$ cat config.mk
export PLATFORM = sky130hd
export DESIGN_NAME = utf8_decoder_with_control_filter_top
export DESIGN_NICKNAME = d
export VERILOG_FILES = /design/src/design/utf8d_pkg.sv /design/src/design/utf8d_step.sv /design/src/design/utf8_decoder_with_control_filter_top.sv
export SDC_FILE = /design/constraint.sdc
export NUM_CORES = 1
export LEC_CHECK = 0
export BUFFER_PORTS_ARGS = -buffer_cell sky130_fd_sc_hd__buf_2
export CORE_ASPECT_RATIO = 1.25
export CORE_MARGIN = 2
export CORE_UTILIZATION = 35
export CTS_BUF_LIST = sky130_fd_sc_hd__clkbuf_8 sky130_fd_sc_hd__clkbuf_16
export CTS_CLUSTER_SIZE = 28
export DETAILED_ROUTE_END_ITERATION = 8
export PLACE_DENSITY = 0.55
export SKIP_LAST_GASP = 1
export SYNTH_ARGS = -nofsm -noshare
export SYNTH_HDL_FRONTEND = slang
export SYNTH_HIERARCHICAL = 1
export SYNTH_SLANG_ARGS = --single-unit
$ cat constraint.sdc
create_clock -name clk_i -period 5.8 [get_ports clk_i]
set_input_delay 1.45 -clock clk_i [delete_from_list [all_inputs] [get_ports clk_i]]
set_output_delay 1.45 -clock clk_i [all_outputs]
set_load 0.02 [all_outputs]
$ cat src/design/utf8d_pkg.sv
// Shared types and constants for the UTF-8 decoder with control filter.
package utf8d_pkg;

  localparam int unsigned ByteW  = 8;
  localparam int unsigned PointW = 21;
  localparam int unsigned RemW   = 2;

  localparam logic [ByteW-1:0] ChTab   = 8'd9;
  localparam logic [ByteW-1:0] ChLf    = 8'd10;
  localparam logic [ByteW-1:0] ChCr    = 8'd13;
  localparam logic [ByteW-1:0] ChSpace = 8'd32;
  localparam logic [ByteW-1:0] ChDel   = 8'd127;

  typedef struct packed {
    logic [RemW-1:0]   rem;
    logic [PointW-1:0] partial;
  } dec_state_t;

  typedef struct packed {
    logic [PointW-1:0] code_point;
    logic              point_valid;
    logic              end_of_text;
  } dec_result_t;

endpackage

$ cat src/design/utf8d_step.sv
// Combinational decode of one byte against the current sequence state.
module utf8d_step (
  input  utf8d_pkg::dec_state_t  state_i,
  input  logic [7:0]             byte_i,
  input  logic                   last_i,
  output utf8d_pkg::dec_state_t  state_o,
  output utf8d_pkg::dec_result_t result_o
);
  import utf8d_pkg::*;

  logic              is_cont;
  logic              as_lead;
  logic              done;
  logic              keep;
  logic [PointW-1:0] cp;
  logic [PointW-1:0] cont_point;
  logic [RemW-1:0]   cont_rem;
  dec_state_t        nxt;

  assign is_cont    = (byte_i[7:6] == 2'b10);
  assign cont_point = {state_i.partial[PointW-7:0], byte_i[5:0]};
  assign cont_rem   = state_i.rem - RemW'(1);

  always_comb begin
    nxt     = state_i;
    as_lead = 1'b1;
    done    = 1'b0;
    cp      = '0;
    if (state_i.rem != '0) begin
      if (is_cont) begin
        as_lead     = 1'b0;
        nxt.rem     = cont_rem;
        nxt.partial = cont_point;
        if (cont_rem == '0) begin
          cp          = cont_point;
          nxt.partial = '0;
          done        = 1'b1;
        end
      end else begin
        nxt = '0;
      end
    end
    if (as_lead) begin
      priority if (byte_i[7] == 1'b0) begin
        cp   = PointW'(byte_i);
        done = 1'b1;
      end else if (byte_i[7:5] == 3'b110) begin
        nxt.rem     = RemW'(1);
        nxt.partial = PointW'(byte_i[4:0]);
      end else if (byte_i[7:4] == 4'b1110) begin
        nxt.rem     = RemW'(2);
        nxt.partial = PointW'(byte_i[3:0]);
      end else if (byte_i[7:3] == 5'b11110) begin
        nxt.rem     = RemW'(3);
        nxt.partial = PointW'(byte_i[2:0]);
      end else begin
        // malformed lead or stray continuation: dropped
      end
    end
    // control filter
    keep = done;
    if (cp == PointW'(ChTab)) begin
      cp = PointW'(ChSpace);
    end else if (cp < PointW'(ChSpace) || cp == PointW'(ChDel)) begin
      keep = 1'b0;
    end
    if (!keep) begin
      cp = '0;
    end
    if (last_i) begin
      nxt = '0;
    end
  end

  assign state_o              = nxt;
  assign result_o.code_point  = cp;
  assign result_o.point_valid = keep;
  assign result_o.end_of_text = last_i;

endmodule

$ cat src/design/utf8_decoder_with_control_filter_top.sv
// Top level: UTF-8 byte decoder with control-character filter and output register.
// Takes one byte per cycle and gives one result per byte, registered in the
// cycle after the byte's transfer and held in an output register until it is
// taken. Throughput is one byte per clock: the sequence state (continuation count
// and partial code point) is updated in the same cycle the byte is transferred,
// and the output register accepts a new result in the cycle its current result
// is taken, so in_stall_o is high only while a result waits and out_stall_i is high.
module utf8_decoder_with_control_filter_top (
  input  logic        clk_i,
  input  logic        rst_ni,
  input  logic        in_valid_i,
  output logic        in_stall_o,
  input  logic [7:0]  byte_in_i,
  input  logic        last_in_i,
  output logic        out_valid_o,
  input  logic        out_stall_i,
  output logic [20:0] code_point_o,
  output logic        point_valid_o,
  output logic        end_of_text_o
);
  import utf8d_pkg::*;

  dec_state_t  state_q, state_d;
  dec_result_t res_q, res_d;
  logic        out_valid_q;
  logic        in_xfer;

  assign in_stall_o = out_valid_q & out_stall_i;
  assign in_xfer    = in_valid_i & ~in_stall_o;

  utf8d_step u_step (
    .state_i  (state_q),
    .byte_i   (byte_in_i),
    .last_i   (last_in_i),
    .state_o  (state_d),
    .result_o (res_d)
  );

  always_ff @(posedge clk_i or negedge rst_ni) begin
    if (!rst_ni) begin
      state_q     <= '0;
      out_valid_q <= 1'b0;
    end else begin
      if (in_xfer) begin
        state_q <= state_d;
      end
      if (in_xfer) begin
        out_valid_q <= 1'b1;
      end else if (!out_stall_i) begin
        out_valid_q <= 1'b0;
      end
    end
  end

  always_ff @(posedge clk_i) begin
    if (in_xfer) begin
      res_q <= res_d;
    end
  end

  assign out_valid_o   = out_valid_q;
  assign code_point_o  = res_q.code_point;
  assign point_valid_o = res_q.point_valid;
  assign end_of_text_o = res_q.end_of_text;

  a_filtered_point: assert property (@(posedge clk_i) disable iff (!rst_ni)
    (out_valid_o && point_valid_o) |->
      (code_point_o >= 21'd32 && code_point_o != 21'd127 &&
       code_point_o != 21'd0))
    else $error("filtered code point reported as valid");

  a_dropped_zero: assert property (@(posedge clk_i) disable iff (!rst_ni)
    (out_valid_o && !point_valid_o) |-> (code_point_o == '0))
    else $error("dropped result carries nonzero code point");

  a_last_clears: assert property (@(posedge clk_i) disable iff (!rst_ni)
    (in_xfer && last_in_i) |=> (state_q == '0))
    else $error("sequence state not cleared after end of string");

  a_no_loss: assert property (@(posedge clk_i) disable iff (!rst_ni)
    (out_valid_o && out_stall_i) |=>
      (out_valid_o && $stable(res_q)))
    else $error("stalled result lost or changed");

endmodule
### After elaboration in Yosys (flattened, before gate mapping)

Cells that the tools add are included.

* flip-flop bits (word level): 47
* input port bits: 13
* output and inout port bits: 25
* logic and storage cells: 50

* add/sub/neg operators: 1
* magnitude comparators: 1
* eq/ne operators: 7
* muxes and demuxes: 26
* bitwise logic cells: 4
* reduce and logical (&&, ||, !) cells: 4

Operators with widths (count)
* 23-bit two-way mux: 8
* 21-bit two-way mux: 6
* 21-bit by 4-bit == test with 1-bit output (second input constant): 1
* 21-bit by 7-bit == test with 1-bit output (second input constant): 1
* 21-bit by 6-bit less-than comparator with 1-bit output (second input constant): 1
* 1-bit two-way mux: 11
* 6-bit two-way mux: 1
* 5-bit == test (second input constant): 1
* 4-bit == test (second input constant): 1
* 3-bit == test (second input constant): 1
* 1-bit AND: 2
* 2-bit == test (second input constant): 1
* 2-bit zero test: 1
* 2-bit by 1-bit inequality test with 1-bit output (second input constant): 1
* 1-bit inverter: 2
* 2-bit nonzero test: 1
* 2-bit OR reduction: 1
* 2-bit by 1-bit subtractor with 2-bit output (second input constant): 1
* 1-bit logical OR: 1

### Depth between registers and ports, before layout

* depth after elaboration: 13
* mapped depth: 9
* gate-level depth less buffers: 7

### Hierarchy

Netlist, hierarchy kept.

By module, submodules not included
* utf8_decoder_with_control_filter_top: times used 1, cells an instance 75, area each 1604.0 µm², seq. area each 1291.2 µm²
* utf8d_step: times used 1, cells an instance 117, area each 847.1 µm², seq. area each 0.0 µm²

### Least setup slack after synthesis

OpenSTA, ideal clock, no wires.

* path type: input to output
* from: in out_stall_i
* to: out in_stall_o
* arrival: 1.675 ns
* data required time: 4.350 ns
* path slack: 2.675 ns
* cell stages on the path: 1
* path buffers: 0
* cells stage by stage: and2_1

* cells in the longest elaborated chain, start to end: 1

RTL lines
* start, declared: line utf8_decoder_with_control_filter_top.sv:16 `input logic out_stall_i,`
* 1-bit AND: line utf8_decoder_with_control_filter_top.sv:28 `assign in_stall_o = out_valid_q & out_stall_i;`
* end, declared: line utf8_decoder_with_control_filter_top.sv:12 `output logic in_stall_o,`

Every way passes these cells.

### Final worst setup path

Ends and elaborated chain as after synthesis.

==> results.ini <==
[sta]
skew_ns=0.00838
setup_tns_ns=0
worst_pin_slew_ns=0.936
relSlewSlack=0.374
period_minus_slack_ns=3.33
rsz0062_at_grt=no
fmax_mhz=300
slew_violations=0
setup_violations=0
period_share=0.574
report.final.hold_viol_count=0

[global_routing]
grt_pass1_vias=1435
antenna_found_initial=0
gr-usage-all-layers=0.137
globalRoute.totalOverflow=0
grt_max_degree=41
grt_pass1_wl_mm=7.19

[place]
io_buffers=37
dp_cells=283
place_hpwl_mm=3.07
gp_congestion=0.842

[min_path]
hold_path.class=register to register

[setup_path]
worstPathRequired_ns=4.35
crit_path_top_delay_cell=and2_1
cp_cell_sequence=buf_2 > and2_1 > buf_2
worstPathArrival_ns=1.88
crit_top_cell=buf_2
path_class=input port to primary output
cpPeakStageDelay_ns=0.16
cp_max_fo=2
start_kind=input port
endpoint_kind=primary output
cp_top_family=buffers and inverters
worst-path-buf-inv=2

[final_layout]
multiInputGateArea_um2=900
final_cell_mix=buf_2 (37), edfxtp_1 (23), dfrtp_1 (18)
syn2layout_area_growth_pct=15.0
num_antenna_cells=0
drive_gt1_frac=0.403
nFillCells=604
nNetsFinal=220
stdcell_count=291
register_area_um2=1140
final_common_cell=buf_2

[floorplan]
floorplan.initialDensity=0.357
fp.dieH_um=92.1
io_pins=38
core_um2=6090
fp.dieW_um=74.5
core.rowCount=32
dieArea_um2=6860

[detailed_routing]
drc=0
post_drt_wl_per_cell_um=15.1
dr.first_iter.drc_count=109
wl_mm=4.39
via_per_inst=5.11
vias=1487
drtPass1Iterations=4
ant_nets=0

[clock_tree]
clock_path_buffers=2
cts_tree=yes
postCtsSetupBuffers=0
hold_buffers=0
cts.clk_slew.worst_paths_ns=0.08
cts_inserted_buffers=5
cts_resized=0
htreeDepth=2
clk_latency_ns=0.29
cts_sinks=41
root_buffer=clkbuf_8

[power_and_ir_drop]
p_leak_nw=1.09
powerDensity_nw_per_um2=292
vdd_ir_drop_max_v=0.000113

[yosys]
syn_area_um2=2170
syn-num-nets=189
syn_inst=174
avgSynthCellArea_um2=12.5
yosysWarnings=6

[flow_run]
drv_cap=0

[outcome]
status=complete, no violations

==> area by class of cell <==
type                            count  area share
Multi-Input combinational cell    113       0.360
Clock inverter                      3      0.0275
Timing Repair Buffer               38      0.0771
Inverter                            6     0.00901
Tap cell                           85      0.0425
Sequential cell                    41       0.456
Clock buffer                        5      0.0275
==> layer usage <==
metal | vias up | track usage | share of wire
met4 | 0 | 0.0491 | 0.015
li1 | 723 | - | -
met3 | 6 | 0.0308 | 0.036
met1 | 727 | 0.173 | 0.44
met5 | - | 0 | 0
met2 | 31 | 0.227 | 0.51
==> flip-flops by register name, indices dropped and copies added, names as in the netlist <==
register	count
state_q	17
end_of_text_o	1
point_valid_o	1
out_valid_o	1
code_point_o	21
==> worst reg2reg max path: stages, from the launching register on <==
cell and delay [ns]:
dfrtp_1 0.39, inv_1 0.07, ha_1 0.34, nor2b_1 0.65
a41oi_1 0.32, o22ai_4 0.27, a21boi_1 0.11
==> power by group <==
part / switching [mW] / total, mW / internal [mW]
Combinational: 0.0770 / 0.120 / 0.0426
Clock: 0.101 / 0.274 / 0.173
Sequential: 0.0112 / 0.336 / 0.325
Total: 0.189 / 0.730 / 0.540
==> metrics by stage <==
step | setup WS [ns] | utilization | hold slack (ns) | total power, mW | instance area, um2
global route | 2.46 | 0.411 | 0.586 | 0.764 | 2500
finish | 2.47 | 0.411 | 0.559 | 0.730 | 2500
floorplan | 2.67 | - | 0.504 | 0.435 | 2170
detailed placement | 2.37 | 0.388 | 0.541 | 0.461 | 2360
global placement | 2.40 | 0.388 | 0.538 | 0.462 | 2360
CTS | 2.46 | 0.411 | 0.560 | 0.739 | 2500
==> worst paths after layout <==
path / slack, ns / endpoint / cells past startpoint / start
max in group asynchronous: 4.40 / state_q[14] / 1 / rst_ni
min in group asynchronous: 1.09 / state_q[22] / 1 / rst_ni
setup reg to reg: 3.39 / code_point_o[1] / 6 / state_q[21]
setup / recovery: 2.47 / in_stall_o / 3 / out_stall_i
hold / removal: 0.56 / state_q[11] / 1 / state_q[11]
hold reg to reg: 0.56 / state_q[11] / 1 / state_q[11]
(Power assumes the default switching activity.)
